File: src/sv/aorf_pkg.sv
// Shared types, constants and the circular distance check for the angle outlier filter.
package aorf_pkg;

  localparam int ANG_W = 9;
  localparam int TOL_W = 8;
  localparam logic [ANG_W-1:0] MAX_ANGLE   = 9'd359;
  localparam logic [ANG_W:0]   FULL_CIRCLE = 10'd360;
  localparam logic [ANG_W-1:0] HALF_CIRCLE = 9'd180;
  localparam logic [TOL_W-1:0] TOL_RESET   = 8'd15;

  typedef logic [ANG_W-1:0] angle_t;

  // Control broadcast to every cell of the window chain.
  typedef struct packed {
    logic                shift;
    logic                fix;
    angle_t              wr_angle;
    angle_t              center;
    logic [TOL_W-1:0]    tol;
  } cell_ctl_t;

  function automatic logic within_reach(input angle_t a, input angle_t b,
                                        input logic [TOL_W-1:0] tol);
    angle_t       d;
    logic [ANG_W:0] wrap;
    d = (a > b) ? (a - b) : (b - a);
    wrap = FULL_CIRCLE - {1'b0, d};
    if (d > HALF_CIRCLE) begin
      d = wrap[ANG_W-1:0];
    end
    return d <= {1'b0, tol};
  endfunction

endpackage

File: src/sv/aorf_cell.sv
// One window cell: holds an angle, shifts left, compares against the center angle.
module aorf_cell #(
  parameter int IDX   = 0,
  parameter int IDX_W = 3,
  parameter int HALF  = 3
) (
  input  logic              clk,
  input  aorf_pkg::cell_ctl_t ctl,
  input  logic              wr,
  input  logic [IDX_W-1:0]  pos,
  input  aorf_pkg::angle_t  left_val,
  input  aorf_pkg::angle_t  right_corr,
  output aorf_pkg::angle_t  val,
  output aorf_pkg::angle_t  corr,
  output aorf_pkg::angle_t  sel_val,
  output aorf_pkg::angle_t  sel_left,
  output logic              sel,
  output logic              near
);

  localparam logic [IDX_W-1:0] MY_IDX = IDX_W'(IDX);
  localparam logic [IDX_W:0]   HALF_V = (IDX_W+1)'(HALF);

  aorf_pkg::angle_t val_r;
  aorf_pkg::angle_t val_nxt;
  logic [IDX_W-1:0] idx_gap;
  logic             in_range;

  assign sel      = (pos == MY_IDX);
  assign idx_gap  = (MY_IDX > pos) ? (MY_IDX - pos) : (pos - MY_IDX);
  assign in_range = !sel && ({1'b0, idx_gap} <= HALF_V);
  assign near     = in_range && aorf_pkg::within_reach(ctl.center, val_r, ctl.tol);
  assign val      = val_r;
  assign corr     = (ctl.fix && sel) ? left_val : val_r;
  assign sel_val  = sel ? val_r : '0;
  assign sel_left = sel ? left_val : '0;

  always_comb begin
    val_nxt = corr;
    if (wr) begin
      val_nxt = ctl.wr_angle;
    end else if (ctl.shift) begin
      val_nxt = right_corr;
    end
  end

  always_ff @(posedge clk) begin
    val_r <= val_nxt;
  end

endmodule

File: src/sv/angle_outlier_replace_filter.sv
// Top level: angle outlier replacement over a sliding window built as a chain of cells.
//
//   channel  direction  ports
//   in       sink       in_valid, in_stall, in_angle_in, in_last_in_block
//   out      source     out_valid, out_stall, out_angle_out, out_replaced, out_last_out
//   cfg      sink       cfg_wr_en, cfg_wr_data (tolerance)
//
// Steady state: one transfer per cycle; the center cell is judged while the next angle shifts in.
// Window fill completion: HALF_WINDOW+1 results, input stalled until the last of them is judged.
// Block end: flush of the remaining results, one per cycle from the output register.
// Output stall holds the judging sequencer and therefore the input.
// rst_n is synchronous; it clears fill count, sequencer and tolerance (to 15).
module angle_outlier_replace_filter #(
  parameter int HALF_WINDOW = 3
) (
  input  logic                       clk,
  input  logic                       rst_n,
  input  logic                       in_valid,
  output logic                       in_stall,
  input  logic [aorf_pkg::ANG_W-1:0] in_angle_in,
  input  logic                       in_last_in_block,
  output logic                       out_valid,
  input  logic                       out_stall,
  output logic [aorf_pkg::ANG_W-1:0] out_angle_out,
  output logic                       out_replaced,
  output logic                       out_last_out,
  input  logic                       cfg_wr_en,
  input  logic [aorf_pkg::TOL_W-1:0] cfg_wr_data
);

  localparam int W      = 2 * HALF_WINDOW + 1;
  localparam int IDX_W  = $clog2(W);
  localparam int FILL_W = $clog2(W + 1);
  localparam logic [FILL_W-1:0] FILL_FULL = FILL_W'(W);
  localparam logic [IDX_W-1:0]  POS_HALF  = IDX_W'(HALF_WINDOW);
  localparam logic [IDX_W-1:0]  POS_LAST  = IDX_W'(W - 1);

  logic [aorf_pkg::TOL_W-1:0] tol_r;
  logic [FILL_W-1:0]          fill_r, fill_nxt;
  logic                       busy_r, busy_nxt;
  logic [IDX_W-1:0]           pos_r, pos_nxt;
  logic [IDX_W-1:0]           end_r, end_nxt;
  logic                       judge_r, judge_nxt;
  logic                       endlast_r, endlast_nxt;
  logic                       out_valid_r;
  aorf_pkg::angle_t           out_angle_r;
  logic                       out_replaced_r;
  logic                       out_last_r;

  aorf_pkg::angle_t    in_sat;
  aorf_pkg::cell_ctl_t ctl;
  aorf_pkg::angle_t    val    [W];
  aorf_pkg::angle_t    corr   [W];
  aorf_pkg::angle_t    sval   [W];
  aorf_pkg::angle_t    sleft  [W];
  logic [W-1:0]        sel;
  logic [W-1:0]        near;
  logic [W-1:0]        wr;
  aorf_pkg::angle_t    center;
  aorf_pkg::angle_t    repl;
  logic                accept;
  logic                fire;
  logic                rep;
  logic                last_step;

  assign in_sat = (in_angle_in > aorf_pkg::MAX_ANGLE) ? aorf_pkg::MAX_ANGLE : in_angle_in;
  assign accept = in_valid && !in_stall;
  assign fire   = busy_r && (!out_valid_r || !out_stall);
  assign last_step = (pos_r == end_r);
  assign in_stall  = busy_r && !(fire && last_step && !endlast_r);

  always_comb begin
    center = '0;
    repl   = '0;
    for (int i = 0; i < W; i++) begin
      center = center | sval[i];
      repl   = repl | sleft[i];
    end
  end

  assign rep = judge_r && !(|near);

  always_comb begin
    ctl.shift    = accept && (fill_r == FILL_FULL);
    ctl.fix      = fire && rep;
    ctl.wr_angle = in_sat;
    ctl.center   = center;
    ctl.tol      = tol_r;
  end

  always_comb begin
    for (int i = 0; i < W; i++) begin
      wr[i] = accept && (fill_r < FILL_FULL) && (fill_r[IDX_W-1:0] == IDX_W'(i));
    end
  end

  for (genvar g = 0; g < W; g++) begin : g_cell
    aorf_pkg::angle_t left_v;
    aorf_pkg::angle_t right_v;
    if (g == 0) begin : g_first
      assign left_v = val[1];
    end else begin : g_mid
      assign left_v = val[g-1];
    end
    if (g == W - 1) begin : g_tail
      assign right_v = in_sat;
    end else begin : g_body
      assign right_v = corr[g+1];
    end
    aorf_cell #(
      .IDX  (g),
      .IDX_W(IDX_W),
      .HALF (HALF_WINDOW)
    ) u_cell (
      .clk       (clk),
      .ctl       (ctl),
      .wr        (wr[g]),
      .pos       (pos_r),
      .left_val  (left_v),
      .right_corr(right_v),
      .val       (val[g]),
      .corr      (corr[g]),
      .sel_val   (sval[g]),
      .sel_left  (sleft[g]),
      .sel       (sel[g]),
      .near      (near[g])
    );
  end

  // Sequencer: a transfer sets up the next run of cells to judge or pass.
  always_comb begin
    fill_nxt    = fill_r;
    busy_nxt    = busy_r;
    pos_nxt     = pos_r;
    end_nxt     = end_r;
    judge_nxt   = judge_r;
    endlast_nxt = endlast_r;
    if (fire) begin
      pos_nxt = pos_r + 1'b1;
      if (last_step) begin
        busy_nxt = 1'b0;
      end
    end
    if (accept) begin
      if (in_last_in_block) begin
        fill_nxt = '0;
      end else if (fill_r != FILL_FULL) begin
        fill_nxt = fill_r + 1'b1;
      end
      if (fill_r == FILL_FULL) begin
        busy_nxt    = 1'b1;
        pos_nxt     = POS_HALF;
        end_nxt     = in_last_in_block ? POS_LAST : POS_HALF;
        judge_nxt   = 1'b1;
        endlast_nxt = in_last_in_block;
      end else if (fill_r == FILL_FULL - 1'b1) begin
        busy_nxt    = 1'b1;
        pos_nxt     = '0;
        end_nxt     = in_last_in_block ? POS_LAST : POS_HALF;
        judge_nxt   = 1'b1;
        endlast_nxt = in_last_in_block;
      end else if (in_last_in_block) begin
        busy_nxt    = 1'b1;
        pos_nxt     = '0;
        end_nxt     = fill_r[IDX_W-1:0];
        judge_nxt   = 1'b0;
        endlast_nxt = 1'b1;
      end
    end
  end

  always_ff @(posedge clk) begin
    if (!rst_n) begin
      tol_r       <= aorf_pkg::TOL_RESET;
      fill_r      <= '0;
      busy_r      <= 1'b0;
      pos_r       <= '0;
      end_r       <= '0;
      judge_r     <= 1'b0;
      endlast_r   <= 1'b0;
      out_valid_r <= 1'b0;
    end else begin
      if (cfg_wr_en) begin
        tol_r <= cfg_wr_data;
      end
      fill_r    <= fill_nxt;
      busy_r    <= busy_nxt;
      pos_r     <= pos_nxt;
      end_r     <= end_nxt;
      judge_r   <= judge_nxt;
      endlast_r <= endlast_nxt;
      if (fire) begin
        out_valid_r <= 1'b1;
      end else if (!out_stall) begin
        out_valid_r <= 1'b0;
      end
    end
  end

  always_ff @(posedge clk) begin
    if (fire) begin
      out_angle_r    <= rep ? repl : center;
      out_replaced_r <= rep;
      out_last_r     <= endlast_r && last_step;
    end
  end

  assign out_valid     = out_valid_r;
  assign out_angle_out = out_angle_r;
  assign out_replaced  = out_replaced_r;
  assign out_last_out  = out_last_r;

`ifndef SYNTHESIS
  a_pos_in_run: assert property (@(posedge clk) disable iff (!rst_n)
    busy_r |-> (pos_r <= end_r))
    else $error("run pointer beyond run end");
  a_fill_bound: assert property (@(posedge clk) disable iff (!rst_n)
    fill_r <= FILL_FULL)
    else $error("fill count beyond window length");
  a_one_center: assert property (@(posedge clk) disable iff (!rst_n)
    $onehot0(sel))
    else $error("more than one center cell");
  a_last_flush: assert property (@(posedge clk) disable iff (!rst_n)
    (accept && in_last_in_block) |=> (busy_r && endlast_r && fill_r == '0))
    else $error("block end did not start a flush");
`endif

endmodule

File: config.mk
export PLATFORM = sky130hd
export DESIGN_NAME = angle_outlier_replace_filter
export DESIGN_NICKNAME = d
export VERILOG_FILES = /design/src/sv/aorf_pkg.sv /design/src/sv/aorf_cell.sv /design/src/sv/angle_outlier_replace_filter.sv
export SDC_FILE = /design/constraint.sdc
export NUM_CORES = 1
export LEC_CHECK = 0
export BUFFER_PORTS_ARGS = -buffer_cell sky130_fd_sc_hd__buf_4
export CAP_MARGIN = 20
export CORE_UTILIZATION = 67
export CTS_BUF_LIST = sky130_fd_sc_hd__clkbuf_4 sky130_fd_sc_hd__clkbuf_8
export DETAILED_ROUTE_END_ITERATION = 16
export PLACE_DENSITY = 0.88
export SYNTH_ARGS = -nofsm -noshare
export SYNTH_HDL_FRONTEND = slang
export SYNTH_SLANG_ARGS = --single-unit
File: constraint.sdc
create_clock -name clk -period 10.8 [get_ports clk]
set_clock_uncertainty 0.1 [all_clocks]
set_input_delay 0.54 -clock clk [delete_from_list [all_inputs] [get_ports clk]]
set_output_delay 0.54 -clock clk [all_outputs]
set_load 0.03 [all_outputs]
==> results.cfg <==
[logic_synthesis]
yosys_warnings = 0
avgSynthCellArea_um2 = 7.85
synthSimpleGateAreaFrac_pct = 18.1
syn-num-nets = 2034
synth_flop_cell = dfxtp_1
syn_area_um2 = 14000
yosysTopAreaCellShare_pct = 18.4
synth_top_family_by_area = compound AO/OA/AOI/OAI gates
synth-edff-count = 20
seq_area_frac_synth_pct = 15.0
synth_cells = 1790
synth_area_leaders = ha_1 18%, dfxtp_1 11%, mux2i_1 4.7%, edfxtp_1 4.3%, nor2_1 4.0%
yosys.area_share.adder_pct = 20.4
synth-xor-area-share_pct = 4.61
synth_compound_area_share_pct = 30.3
synth_top_area_cell = ha_1
synthDistinctLibCells = 84
synthArstFlopShare_pct = 0
synth-seq-cells = 95
yosys-mux-area-fraction_pct = 5.50

[route]
dr.pass1.iters = 11
dr_total_vias = 14800
via_per_inst = 7.25
drc = 0
dr.first_iter.drc_count = 2361
post_drt_wl_per_cell_um = 24.6
routed_wl_um = 50000
ant_nets = 0

[run]
drv_cap = 0

[cells_and_area]
drive_above_1_share_pct = 6.40
final_common_cell = ha_1
insertedDiodeCount = 0
mostFrequentLayoutCells = 207 x ha_1, 149 x nor2_1, 126 x nand2_1
final_util_pct = 71.5
nets = 2004
synthToLayoutAreaGrowth_pct = 3.66

[sta]
fin_crit_sh_pct = 93.3
hold_violations = 0
period_minus_slack_ns = 10.08
whs_ns = 0.260
tightest_slew_ns = 1.15
clock.fmax_mhz = 99.2
max-slew-margin-rel_pct = 23.2
rsz0062_at_grt = no
setup_viol = 0
finalSetupTns_ns = 0
setup_slack_ns = 0.720
slew_violations = 0

[floorplanning]
die_area_um2 = 21500
chipHeight_um = 147
pin_count = 36
fp.coreArea_um2 = 20400
start_util_pct = 69.0
die_width_um = 147
rows = 52

[power_and_ir_drop]
power_w = 0.00403
cellLeakagePower_nw = 6.40
power.density_nw_per_um2 = 277
ir_worst_vdd_uv = 149

[global_route]
first_global_vias = 13400
groute.usage.overall_pct = 45.5
grt_overflow = 0
grt_max_degree = 46
grt_pass1_wl_um = 76200
grt_antenna_before_repair = 0

[hold_path]
hold_class = in -> reg
hold_start = cfg_wr_data[2]

[cts]
clk_latency_ns = 0.39
cts_buffers = 9
htreeDepth = 3
cts_tree = done
cts-resized-gates = 0
root_buffer = clkbuf_8
clockBufferDepth = 2
clkTransAtPathRegs_ns = 0.10
post-cts-setup-buffers = 0
clock_sinks = 95
ctsHoldBuffers = 0

[place]
dp_worst_setup_slack_ns = 1.06
gp_congestion = 1.11
port_buffers = 35
hpwl_um = 37900

[critical_path]
crit_top_cell = ha_1
end_kind = flip-flop
critPathSlowestCell = ha_1
max_stage_delay_ns = 0.70
cp_max_fo = 26
critPathTopFamily = simple AND/OR/NAND/NOR gates
worstPathArrival_ns = 10.21
worstSetupPathType = reg -> reg
startpoint = pos_r[0]
cp_data_required_time_ns = 10.93
rr_startpoint = pos_r[0]
start_kind = flip-flop
critPathBufInv = 3

[run_status]
status = completed
==> area by class of cell <==
class	instances	area, µm²
Clock buffer	10	138
Clock inverter	6	62.6
Fill cell	1687	5800
Inverter	114	428
Multi-Input combinational cell	1487	11100
Sequential cell	95	2100
Tap cell	270	338
Timing Repair Buffer	53	405
==> flip-flops by register name, indices dropped and copies added, names as in the netlist <==
| signal | count |
|---|---|
| g_cell.u_cell.val | 63 |
| out_angle_out | 9 |
| tol_r | 8 |
| end_r | 3 |
| fill_r | 3 |
| pos_r | 3 |
| busy_r | 1 |
| endlast_r | 1 |
| judge_r | 1 |
| out_last_out | 1 |
| out_replaced | 1 |
| out_valid | 1 |
==> cells by family (layout without fill, tap and decap cells) <==
group,Yosys count,in the layout
mux,76,76
simple gates,514,514
flops,95,95
xor+xnor,74,74
fa+ha+maj,221,221
buf+inv,208,183
compound gates,602,602
==> metal layers <==
metal	part of all wire, %	global-route usage, %	vias up
met5	0	0	-
met4	6.0	22.7	0
met3	13	11.1	274
met2	42	68.6	1119
met1	39	60.6	6749
li1	-	-	6608
==> per-stage QoR <==
step / instance area (µm²) / std cells
after floorplan: 14000 / 1790
after global placement: 14300 / 2016
after detailed placement: 14300 / 2017
after CTS: 14500 / 2033
after global routing: 14600 / 2035
final: 14600 / 2035
==> synthesized netlist by cell type, types with 19 or more instances <==
cell type / instances
a21o_1: 47
a21oi_1: 109
a221oi_1: 27
a22oi_1: 37
a31oi_1: 42
a32oi_1: 19
and3_1: 21
buf_2: 20
clkbuf_1: 52
dfxtp_1: 75
edfxtp_1: 20
ha_1: 207
inv_1: 114
mux2i_1: 66
nand2_1: 126
nand3_1: 32
nand4_1: 26
nor2_1: 150
nor2b_1: 57
nor3_1: 21
o211ai_1: 31
o21a_1: 36
o21ai_0: 93
xnor2_1: 40
xor2_1: 34
==> worst min-delay path: stages <==
cell and delay, ns:
buf_4 0.07, nand2_1 0.04, o211ai_1 0.06
==> where the power goes <==
part,internal [W],switching (W)
combinational,0.00134,0.00192
sequential,0.000412,0.000116
clock,0.0000963,0.000153
total,0.00184,0.00219
==> path summary, 6_finish.rpt <==
| kind | end | slack (ns) | cells after the start |
|---|---|---|---|
| hold reg to reg | busy_r | 0.41 | 2 |
| setup reg to reg | g_cell[5].u_cell.val[3] | 0.72 | 33 |
| setup / recovery | g_cell[5].u_cell.val[3] | 0.72 | 33 |
| hold / removal | tol_r[2] | 0.26 | 3 |
(Power assumes the default switching activity.)
